===== src/hdl/uvl_pkg.sv =====
// Shared widths, command and status codes, and sequencer states for the unique value list.
package uvl_pkg;

   localparam int CAPACITY_DEF = 16;
   localparam int VALUE_W      = 32;
   localparam int POS_W        = 8;
   localparam int CMD_W        = 2;
   localparam int STATUS_W     = 2;
   localparam int COUNT_W      = 5;

   localparam logic [CMD_W-1:0] CMD_ADD    = 2'd0;
   localparam logic [CMD_W-1:0] CMD_DELETE = 2'd1;
   localparam logic [CMD_W-1:0] CMD_UPDATE = 2'd2;

   localparam logic [STATUS_W-1:0] STATUS_DONE         = 2'd0;
   localparam logic [STATUS_W-1:0] STATUS_PRESENT      = 2'd1;
   localparam logic [STATUS_W-1:0] STATUS_BAD_POSITION = 2'd2;
   localparam logic [STATUS_W-1:0] STATUS_FULL         = 2'd3;

   typedef enum logic [1:0] {
      S_IDLE,
      S_SEARCH,
      S_SHIFT
   } state_type;

endpackage


===== src/hdl/uvl_ram.sv =====
// Entry store: one write port and one registered read port.
module uvl_ram import uvl_pkg::*; #(
   parameter int DEPTH  = CAPACITY_DEF,
   parameter int ADDR_W = (DEPTH > 1) ? $clog2(DEPTH) : 1,
   parameter int DATA_W = VALUE_W
) (
   input  logic              clock,
   input  logic              wr_en,
   input  logic [ADDR_W-1:0] wr_addr,
   input  logic [DATA_W-1:0] wr_data,
   input  logic [ADDR_W-1:0] rd_addr,
   output logic [DATA_W-1:0] rd_data
);

   logic [DATA_W-1:0] mem_ff [DEPTH];
   logic [DATA_W-1:0] rd_data_ff;

   always_ff @(posedge clock) begin
      if (wr_en) begin
         mem_ff[wr_addr] <= wr_data;
      end
      rd_data_ff <= mem_ff[rd_addr];
   end

   assign rd_data = rd_data_ff;

endmodule


===== src/hdl/unique_value_list_engine.sv =====
// Top level of the unique value list: request sequencer, entry count and result register.
//
// A request is taken when start is high and busy is low. Add and update scan the stored
// entries for the value, one entry per cycle through the single read port of the entry
// store and one comparator, and busy stays high for the whole scan. Delete moves every
// later entry down one place, one entry per cycle, and stays busy for the whole shift. A
// request with a position out of range or an unused command code does not go busy. The
// result beat appears in the same cycle as busy falls, or after the accepting edge for a
// request that did not go busy, and rsp_valid is high for exactly that one cycle. The
// receiver cannot stall: the beat is lost if it is not taken then. A new request may be
// started in the same cycle as the result beat.
module unique_value_list_engine import uvl_pkg::*; #(
   parameter int CAPACITY = CAPACITY_DEF
) (
   input  logic                       clock,
   input  logic                       reset,
   input  logic                       start,
   output logic                       busy,
   input  logic [CMD_W-1:0]           req_command,
   input  logic signed [VALUE_W-1:0]  req_value,
   input  logic [POS_W-1:0]           req_position,
   output logic                       rsp_valid,
   output logic [STATUS_W-1:0]        rsp_status,
   output logic [COUNT_W-1:0]         rsp_count
);

   localparam int IDX_W = (CAPACITY > 1) ? $clog2(CAPACITY) : 1;
   localparam int CNT_W = $clog2(CAPACITY + 1);
   localparam int CMP_W = (CNT_W > POS_W) ? CNT_W : POS_W;

   state_type            state_ff, state_in;
   logic [CMD_W-1:0]     cmd_ff, cmd_in;
   logic [VALUE_W-1:0]   value_ff, value_in;
   logic [CNT_W-1:0]     count_ff, count_in;
   logic [CNT_W-1:0]     scan_ff, scan_in;
   logic [IDX_W-1:0]     dst_ff, dst_in;
   logic                 pend_ff, pend_in;
   logic                 match_ff, match_in;
   logic                 rsp_valid_ff, rsp_valid_in;
   logic [STATUS_W-1:0]  rsp_status_ff, rsp_status_in;
   logic [COUNT_W-1:0]   rsp_count_ff, rsp_count_in;

   logic                 ram_we;
   logic [IDX_W-1:0]     ram_waddr;
   logic [VALUE_W-1:0]   ram_wdata;
   logic [IDX_W-1:0]     ram_raddr;
   logic [VALUE_W-1:0]   ram_rdata;
   logic                 bad_pos;
   logic                 hit_now;

   uvl_ram #(
      .DEPTH  (CAPACITY),
      .ADDR_W (IDX_W),
      .DATA_W (VALUE_W)
   ) u_ram (
      .clock   (clock),
      .wr_en   (ram_we),
      .wr_addr (ram_waddr),
      .wr_data (ram_wdata),
      .rd_addr (ram_raddr),
      .rd_data (ram_rdata)
   );

   always_ff @(posedge clock) begin
      if (reset) begin
         state_ff     <= S_IDLE;
         count_ff     <= '0;
         scan_ff      <= '0;
         pend_ff      <= 1'b0;
         match_ff     <= 1'b0;
         rsp_valid_ff <= 1'b0;
      end else begin
         state_ff     <= state_in;
         count_ff     <= count_in;
         scan_ff      <= scan_in;
         pend_ff      <= pend_in;
         match_ff     <= match_in;
         rsp_valid_ff <= rsp_valid_in;
      end
      cmd_ff        <= cmd_in;
      value_ff      <= value_in;
      dst_ff        <= dst_in;
      rsp_status_ff <= rsp_status_in;
      rsp_count_ff  <= rsp_count_in;
   end

   assign bad_pos = CMP_W'(req_position) >= CMP_W'(count_ff);
   assign hit_now = match_ff | (pend_ff && (ram_rdata == value_ff));

   always_comb begin
      state_in      = state_ff;
      cmd_in        = cmd_ff;
      value_in      = value_ff;
      count_in      = count_ff;
      scan_in       = scan_ff;
      dst_in        = dst_ff;
      pend_in       = 1'b0;
      match_in      = match_ff;
      rsp_valid_in  = 1'b0;
      rsp_status_in = rsp_status_ff;
      rsp_count_in  = rsp_count_ff;
      ram_we        = 1'b0;
      ram_waddr     = dst_ff;
      ram_wdata     = value_ff;
      ram_raddr     = scan_ff[IDX_W-1:0];

      case (state_ff)
         S_IDLE: begin
            if (start) begin
               cmd_in        = req_command;
               value_in      = req_value;
               scan_in       = '0;
               match_in      = 1'b0;
               rsp_count_in  = COUNT_W'(count_ff);
               rsp_status_in = STATUS_DONE;
               case (req_command)
                  CMD_ADD: begin
                     state_in = S_SEARCH;
                  end
                  CMD_UPDATE: begin
                     if (bad_pos) begin
                        rsp_valid_in  = 1'b1;
                        rsp_status_in = STATUS_BAD_POSITION;
                     end else begin
                        dst_in   = IDX_W'(req_position);
                        state_in = S_SEARCH;
                     end
                  end
                  CMD_DELETE: begin
                     if (bad_pos) begin
                        rsp_valid_in  = 1'b1;
                        rsp_status_in = STATUS_BAD_POSITION;
                     end else begin
                        dst_in   = IDX_W'(req_position);
                        scan_in  = CNT_W'(req_position) + CNT_W'(1);
                        state_in = S_SHIFT;
                     end
                  end
                  default: begin
                     rsp_valid_in = 1'b1;
                  end
               endcase
            end
         end
         S_SEARCH: begin
            match_in = hit_now;
            if (scan_ff < count_ff) begin
               pend_in = 1'b1;
               scan_in = scan_ff + CNT_W'(1);
            end else if (!pend_ff) begin
               state_in      = S_IDLE;
               rsp_valid_in  = 1'b1;
               rsp_count_in  = COUNT_W'(count_ff);
               rsp_status_in = STATUS_DONE;
               if (match_ff) begin
                  rsp_status_in = STATUS_PRESENT;
               end else if (cmd_ff == CMD_ADD) begin
                  if (count_ff == CNT_W'(CAPACITY)) begin
                     rsp_status_in = STATUS_FULL;
                  end else begin
                     ram_we       = 1'b1;
                     ram_waddr    = count_ff[IDX_W-1:0];
                     count_in     = count_ff + CNT_W'(1);
                     rsp_count_in = COUNT_W'(count_ff + CNT_W'(1));
                  end
               end else begin
                  ram_we = 1'b1;
               end
            end
         end
         S_SHIFT: begin
            if (pend_ff) begin
               ram_we    = 1'b1;
               ram_wdata = ram_rdata;
               dst_in    = dst_ff + IDX_W'(1);
            end
            if (scan_ff < count_ff) begin
               pend_in = 1'b1;
               scan_in = scan_ff + CNT_W'(1);
            end else if (!pend_ff) begin
               state_in      = S_IDLE;
               count_in      = count_ff - CNT_W'(1);
               rsp_valid_in  = 1'b1;
               rsp_status_in = STATUS_DONE;
               rsp_count_in  = COUNT_W'(count_ff - CNT_W'(1));
            end
         end
         default: begin
            state_in = S_IDLE;
         end
      endcase
   end

   assign busy       = (state_ff != S_IDLE);
   assign rsp_valid  = rsp_valid_ff;
   assign rsp_status = rsp_status_ff;
   assign rsp_count  = rsp_count_ff;

   a_rsp_when_idle: assert property (@(posedge clock) disable iff (reset)
      rsp_valid |-> !busy)
      else $error("Result beat issued while the sequencer is busy.");

   a_count_bound: assert property (@(posedge clock) disable iff (reset)
      count_ff <= CNT_W'(CAPACITY))
      else $error("Entry count exceeds the capacity.");

   a_accept_progress: assert property (@(posedge clock) disable iff (reset)
      (start && !busy) |=> (busy || rsp_valid))
      else $error("Accepted request neither went busy nor produced a result.");

   a_done_gives_rsp: assert property (@(posedge clock) disable iff (reset)
      ($fell(busy) && !$past(reset)) |-> rsp_valid)
      else $error("Sequencer finished a request without a result beat.");

endmodule

===== config.mk =====
export PLATFORM = sky130hd
export DESIGN_NAME = unique_value_list_engine
export DESIGN_NICKNAME = d
export VERILOG_FILES = /design/src/hdl/uvl_pkg.sv /design/src/hdl/uvl_ram.sv /design/src/hdl/unique_value_list_engine.sv
export SDC_FILE = /design/constraint.sdc
export NUM_CORES = 1
export LEC_CHECK = 0
export ABC_CLOCK_PERIOD_IN_PS = 4300
export CAP_MARGIN = 20
export CORE_MARGIN = 4
export CORE_UTILIZATION = 50
export CTS_BUF_LIST = sky130_fd_sc_hd__clkbuf_8 sky130_fd_sc_hd__clkbuf_16
export DETAILED_ROUTE_END_ITERATION = 10
export DONT_BUFFER_PORTS = 1
export PLACE_DENSITY = 0.65
export RECOVER_POWER = 100
export SETUP_SLACK_MARGIN = 0.2
export SYNTH_ARGS = -nofsm -noshare
export SYNTH_HDL_FRONTEND = slang
export SYNTH_SLANG_ARGS = --single-unit

===== constraint.sdc =====
create_clock -name clock -period 4.3 [get_ports clock]
set_clock_uncertainty 0.05 [all_clocks]
set_input_delay 0.43 -clock clock [delete_from_list [all_inputs] [get_ports clock]]
set_output_delay 0.43 -clock clock [all_outputs]
set_load 0.01 [all_outputs]

==> results.sh, run 1 <==
export IMPL_clk_pin_slew_ps=60
export IMPL_post_route_util=0.574
export IMPL_drt_pass1_iterations=6
export IMPL_grt_pass1_vias=11459
export IMPL_cts_root_buffer="clkbuf_16"
export IMPL_yosysWarnings=0
export IMPL_synth_seq_cells=604
export IMPL_grt_max_degree=132
export IMPL_antenna_found_initial=0
export IMPL_port_buffers=0
export IMPL_synth_edff_count=557
export IMPL_crit_fanout=18
export IMPL_dieHeight_um=226
export IMPL_tightestPinTransition_ps=1710
export IMPL_critPathKind="flip-flop to flip-flop"
export IMPL_htreeDepth=2
export IMPL_setup_viol=0
export IMPL_hpwlAfterDp_um=28100
export IMPL_cp_required_ps=4510
export IMPL_synth_cell_types=61
export IMPL_overflow=0
export IMPL_total_power_uw=12100
export IMPL_end_kind="flip-flop"
export IMPL_power_leakage_uw=0.00841
export IMPL_syn_inst=1128
export IMPL_gp_congestion=0.852
export IMPL_violations="capacitance limit, slew limit"
export IMPL_initial_utilization=0.508
export IMPL_fill_cells=3491
export IMPL_insertedDiodeCount=0
export IMPL_synth_area_mm2=0.0238
export IMPL_ys_flop_type="edfxtp_1"
export IMPL_syn_nets=1195
export IMPL_rsz0062_at_grt="false"
export IMPL_p_per_area_mw_per_mm2=450
export IMPL_num_rows=79
export IMPL_drtIter0Drc=1062
export IMPL_fin_crit_sh=0.879
export IMPL_syn_area_per_cell_um2=21.1
export IMPL_fmax_mhz=265
export IMPL_ioPinCount=54
export IMPL_worst_setup_path_start_kind="flip-flop"
export IMPL_hold_path_class="input pin to flip-flop"
export IMPL_cts_buffers=61
export IMPL_ys_seq_area_frac=0.742
export IMPL_vias_per_cell=5.99
export IMPL_async_reset_ff_frac=0
export IMPL_fin_tns_setup_ps=0
export IMPL_ir_drop_mv=0.403
export IMPL_grt_usage=0.199
export IMPL_grt_first_pass_wirelength_um=75000
export IMPL_detail_route_antenna_nets=0
export IMPL_final_hold_violation_count=0
export IMPL_die_area_mm2=0.0512
export IMPL_arrival_ps=3990
export IMPL_mostFrequentLayoutCell="edfxtp_1"
export IMPL_clk_latency_ps=620
export IMPL_drc=0
export IMPL_detail_route_wl_per_cell_um=26.5
export IMPL_regArea_mm2=0.0177
export IMPL_cts_tree="yes"
export IMPL_dieWidth_um=226
export IMPL_report_final_slew_viol_count=66
export IMPL_core_mm2=0.0469
export IMPL_numClockSinks=604
export IMPL_status="finished with violations"
export IMPL_relSlewSlack=-0.141
export IMPL_drt_total_wl_um=49600
export IMPL_layout_drive_gt1_share=0.226
export IMPL_route_vias_total=11198
export IMPL_cap_violations=2
export IMPL_area_growth_pct=13.0
export IMPL_mostFrequentLayoutCells="edfxtp_1 (557), mux4_2 (160), clkbuf_16 (62)"
export IMPL_nets=1279
export IMPL_min_period_ps=3780
export IMPL_clockBufferDepth=3
export IMPL_multi_input_area_mm2=0.00577
sequential cells by signal, summed over array words and instances (netlist names), 2 cells and up:
signal / flops
cmd_ff: 2
rsp_status: 2
dst_ff: 4
value_ff: 32
scan_ff: 5
rsp_count: 5
count_ff: 5
state_ff: 2
u_ram.mem_ff: 512
u_ram.rd_data: 32
cells in the mapped netlist (2+ instances only):
cell type	number	area share
and2_1	2	0.00053
nand2_1	16	0.0025
a41oi_1	3	0.0011
a211oi_1	3	0.00095
nor2_1	20	0.0032
o21ai_0	19	0.0040
inv_1	21	0.0033
a21oi_1	25	0.0053
or3_1	2	0.00053
o32ai_1	3	0.0011
nor4_1	6	0.0016
xnor2_1	17	0.0063
or4_1	2	0.00063
ha_1	22	0.012
buf_2	12	0.0025
mux2_2	33	0.016
dfxtp_1	47	0.040
nand4_1	7	0.0018
mux2i_1	2	0.00084
a31oi_1	10	0.0026
a32oi_1	3	0.0011
mux4_2	160	0.15
nor3_1	18	0.0038
nand3_1	9	0.0019
edfxtp_1	557	0.70
clkbuf_1	20	0.0032
and4_1	2	0.00074
nand2b_1	9	0.0024
o22ai_1	2	0.00053
a221oi_1	2	0.00074
a21o_1	3	0.00095
buf_6	11	0.0052
a2111oi_0	2	0.00074
xor2_1	20	0.0074
buf_1	12	0.0019
through the flow:
stage	instance area (µm²)	setup WS, ps	instances	hold slack [ps]
after floorplan	23800	-393	1128	433
after global placement	24700	820	1714	450
after detailed placement	24700	678	1715	447
after CTS	27000	638	1870	40.1
after global routing	26900	216	1871	90.0
final	26900	521	1871	85.1
metal layers:
metal,track usage,part of all wire
met3,0.0290,0.049
met2,0.318,0.50
met4,0.0505,0.018
met5,0,0
met1,0.295,0.43
path summary, 6_finish.rpt:
| kind | from | to | slack, ps | depth (start not counted) |
|---|---|---|---|---|
| worst max-delay path | count_ff[1] | u_ram.mem_ff[8][6] | 520 | 8 |
| worst max register to register | count_ff[1] | u_ram.mem_ff[8][6] | 520 | 8 |
| worst min register to register | state_ff[0] | state_ff[0] | 480 | 2 |
| worst min-delay path | req_position[2] | scan_ff[2] | 90 | 3 |
what timing repair did:
item,4_1_cts,5_1_grt
setup buffers,0,0
gates resized for setup,0,0
hold buffers,40,0
endpoints found under the hold margin,53,0
cells by family (layout without fill, tap and decap cells):
family | after synthesis | in the layout | synth area share
xor gates and xnor gates | 37 | 37 | 0.0136
muxes | 195 | 195 | 0.168
and+or+nand+nor | 104 | 104 | 0.0236
adders and majority gates | 22 | 22 | 0.0116
buffers and inverters | 76 | 212 | 0.0161
AOI/OAI and AO/OA | 90 | 90 | 0.0253
DFF | 604 | 604 | 0.742
power breakdown:
| part | total (µW) | internal (µW) | switching [µW] |
|---|---|---|---|
| registers | 6540 | 6490 | 48.9 |
| logic | 659 | 297 | 362 |
| clock network | 4920 | 2780 | 2140 |
area by class of cell:
type | count | area share
Inverter | 21 | 0.00293
Clock buffer | 65 | 0.0592
Clock inverter | 50 | 0.0109
Sequential cell | 604 | 0.657
Multi-Input combinational cell | 448 | 0.214
Timing Repair Buffer | 76 | 0.0272
Tap cell | 607 | 0.0282
critical path: stages (launching register included):
cell and delay, ps:
dfxtp_1 490, inv_1 220, ha_1 330, a31oi_1 130
o22ai_2 510, nor4b_1 330, a31oi_1 170, nor2_4 610
clkbuf_2 560
Power figures use the tool's default switching activity.
==> inputs of run 2 (changes only) <==
Settings changed: ABC_AREA set to 1, CORE_UTILIZATION 50 to 57, PLACE_DENSITY 0.65 to 0.72.
==> run 2 against run 1 <==
  * The run still ends with capacitance limit, slew limit left
  * Sequential power rose by 13%
  * Maximum frequency grew 0.12%
  * Largest power group unchanged
  * Combinational power grew to 7.7 times the previous value
  * Largest cell class unchanged
  * Sequential share of layout area shrank 1.3 points
  * Wire length up 14%
  * Critical path depth increased by 2
  * Utilization grew 7.5 points
  * Synthesized cell count rose by 70%
  * First-iteration DRC count is 79% higher
  * Flip-flop and latch count unchanged
  * Highest routed layer unchanged
  * Global-route usage rose by 4.3 points
  * Critical path type unchanged
==> results.sh, run 2 <==
export IMPL_status="finished with violations"
export IMPL_violations="capacitance limit, slew limit"
export IMPL_path_cells="inv_1 -> ha_1 -> clkbuf_1 -> nand2_2 -> inv_1 -> nand2_1 -> o21ai_2 -> nand3_1 -> nor2_4 -> clkbuf_2"
export IMPL_relSlewSlack=-0.257
export IMPL_grt_max_degree=260
export IMPL_drt_pass1_iterations=5
export IMPL_core_mm2=0.0422
export IMPL_fin_hold_ws_ps=64.9
export IMPL_async_reset_ff_frac=0
export IMPL_nets=2018
export IMPL_tightestPinTransition_ps=1890
export IMPL_mostFrequentLayoutCells="edfxtp_1 (557), nor2_1 (320), nand2_1 (226)"
export IMPL_grt_usage=0.242
export IMPL_swShare=0.339
export IMPL_htreeDepth=2
export IMPL_setup_viol=0
export IMPL_synth_cell_types=45
export IMPL_cap_violations=4
export IMPL_p_per_area_mw_per_mm2=631
export IMPL_arrival_ps=3950
export IMPL_insertedDiodeCount=0
export IMPL_critPathKind="flip-flop to flip-flop"
export IMPL_synth_top_area_frac=0.681
export IMPL_grt_pass1_vias=15187
export IMPL_route_vias_total=15588
export IMPL_min_period_ps=3770
export IMPL_detail_route_antenna_nets=0
export IMPL_post_cts_buffers=0
export IMPL_cts_buffers=58
export IMPL_regArea_mm2=0.0177
export IMPL_mostFrequentLayoutCell="edfxtp_1"
export IMPL_area_growth_pct=11.7
export IMPL_synth_area_leaders="edfxtp_1 (68%), nor2_1 (5.1%), dfxtp_1 (3.8%), o21ai_0 (3.6%), nand2_1 (3.5%)"
export IMPL_crit_family="buffers and inverters"
export IMPL_report_final_slew_viol_count=87
export IMPL_power_leakage_uw=0.00930
export IMPL_syn_area_per_cell_um2=12.8
export IMPL_num_rows=75
export IMPL_dpl_worst_slack_ps=853
export IMPL_min_path_cells=3
export IMPL_power_internal_uw=11400
export IMPL_port_buffers=0
export IMPL_grt_first_pass_wirelength_um=87500
export IMPL_worst_setup_path_start_kind="flip-flop"
export IMPL_ioPinCount=54
export IMPL_p_seq_frac=0.426
export IMPL_clk_latency_ps=620
export IMPL_dieHeight_um=216
export IMPL_top_register="u_ram.mem_ff"
export IMPL_fmax_mhz=265
export IMPL_ir_drop_mv=0.553
export IMPL_critical_path_buf_inv_count=4
export IMPL_syn_nets=1980
export IMPL_total_power_uw=17300
export IMPL_hold_path_class="input pin to flip-flop"
export IMPL_detail_route_wl_per_cell_um=22.3
export IMPL_rsz0062_at_grt="false"
export IMPL_synth_area_mm2=0.0246
export IMPL_fill_cells=3020
export IMPL_ys_flop_type="edfxtp_1"
export IMPL_numClockSinks=604
export IMPL_critPathMaxStageDelay_ps=590
export IMPL_fin_ws_ps=526
export IMPL_fin_crit_sh=0.878
export IMPL_hpwlAfterDp_um=31600
export IMPL_synth_commonest_cells="edfxtp_1 (557), nor2_1 (333), nand2_1 (227), o21ai_0 (177), nand3_1 (77)"
export IMPL_overflow=0
export IMPL_crit_fanout=21
export IMPL_power_switching_uw=5870
export IMPL_yosysTopAreaCell="edfxtp_1"
export IMPL_crit_slowest_cell="clkbuf_1"
export IMPL_synth_seq_cells=604
export IMPL_layout_drive_gt1_share=0.0795
export IMPL_combPwrFrac=0.294
export IMPL_cp_required_ps=4470
export IMPL_largest_reg_flops=512
export IMPL_antenna_found_initial=0
export IMPL_synth_most_common_cell="edfxtp_1"
export IMPL_ys_seq_area_frac=0.719
export IMPL_dieWidth_um=216
export IMPL_multi_input_area_mm2=0.00624
export IMPL_yosysWarnings=0
export IMPL_worst_path_stages=10
export IMPL_clockBufferDepth=3
export IMPL_clockPowerShare=0.280
export IMPL_final_hold_violation_count=0
export IMPL_cts_tree="yes"
export IMPL_initial_utilization=0.582
export IMPL_drc=0
export IMPL_cts_root_buffer="clkbuf_16"
export IMPL_clk_pin_slew_ps=70
export IMPL_fin_tns_setup_ps=0
export IMPL_synth_edff_count=557
export IMPL_rr_worst_depth=10
export IMPL_cts_resized=0
export IMPL_drt_total_wl_um=56600
export IMPL_die_area_mm2=0.0465
export IMPL_end_kind="flip-flop"
export IMPL_vias_per_cell=6.14
export IMPL_drtIter0Drc=1898
export IMPL_syn_inst=1913
export IMPL_gp_congestion=0.877
export IMPL_critPathMostFrequentCell="inv_1"
## run 2: cell types whose count changed in the layout (fill, tap and decap cells not counted), moves of 14 or more
cell	change
o32ai_1	+61
mux2_1	-32
nor2_1	+304
nand3_1	+70
inv_1	+39
nand2_1	+211
mux4_2	-160
o221ai_1	+44
o211ai_1	+23
o22ai_1	+14
mux2i_1	+50
o21ai_0	+158
## run 2: power groups by stage
stage	registers (µW)	logic (µW)	clock network [µW]
2_1_floorplan	7390	3670	0
3_3_place_gp	7480	4910	0
3_5_place_dp	7490	5020	0
4_1_cts	7370	5090	4930
5_1_grt	7400	5640	5190
6_report	7370	5080	4850
## run 2: per-layer routing
metal  share of wire  track usage  vias up
li1                -            -     7097
met1            0.40        0.333     7674
met2            0.48        0.395      699
met3           0.077       0.0349      118
met4           0.035       0.0930        0
met5               0            0        -
## run 2: what timing repair did
action,CTS,global route
endpoints found under the hold margin,41,0
hold buffers,38,0
endpoints found under the setup margin,0,0
## run 2: final cells by class
type                            instances  share of cell area
Multi-Input combinational cell       1133               0.228
Clock buffer                           65              0.0576
Inverter                               67             0.00944
Sequential cell                       604               0.644
Tap cell                              539              0.0246
Timing Repair Buffer                   87              0.0269
Clock inverter                         45             0.00985
## run 2: metrics by stage
stage	std cells	cell area, µm²	utilization
3_5_place_dp	2384	25300	0.598
3_3_place_gp	2383	25200	0.598
5_1_grt	2540	27400	0.650
6_report	2540	27400	0.650
4_1_cts	2532	27500	0.651
2_1_floorplan	1913	24600	-
## run 2: final timing paths
| kind | start | endpoint | slack (ps) |
|---|---|---|---|
| worst max-delay path | state_ff[0] | u_ram.mem_ff[8][5] | 530 |
| worst min-delay path | req_position[2] | scan_ff[2] | 60 |
| worst max register to register | state_ff[0] | u_ram.mem_ff[8][5] | 530 |
| worst min register to register | match_ff | match_ff | 520 |
## run 2: worst min-delay path: cells and delay by family
family / cells / cell delay (ps)
and+or+nand+nor: 1 / 130
xor gates and xnor gates: 1 / 50
AOI/OAI and AO/OA: 1 / 90
## run 2: logic make-up (layout without fill, tap and decap cells)
| group | Yosys count | after routing | share of synthesized area |
|---|---|---|---|
| AOI/OAI and AO/OA | 363 | 363 | 0.0964 |
| xor gates and xnor gates | 21 | 21 | 0.00749 |
| adders and majority gates | 22 | 22 | 0.0112 |
| buffers and inverters | 176 | 264 | 0.0300 |
| DFF | 604 | 604 | 0.719 |
| muxes | 52 | 52 | 0.0212 |
| and+or+nand+nor | 675 | 675 | 0.114 |
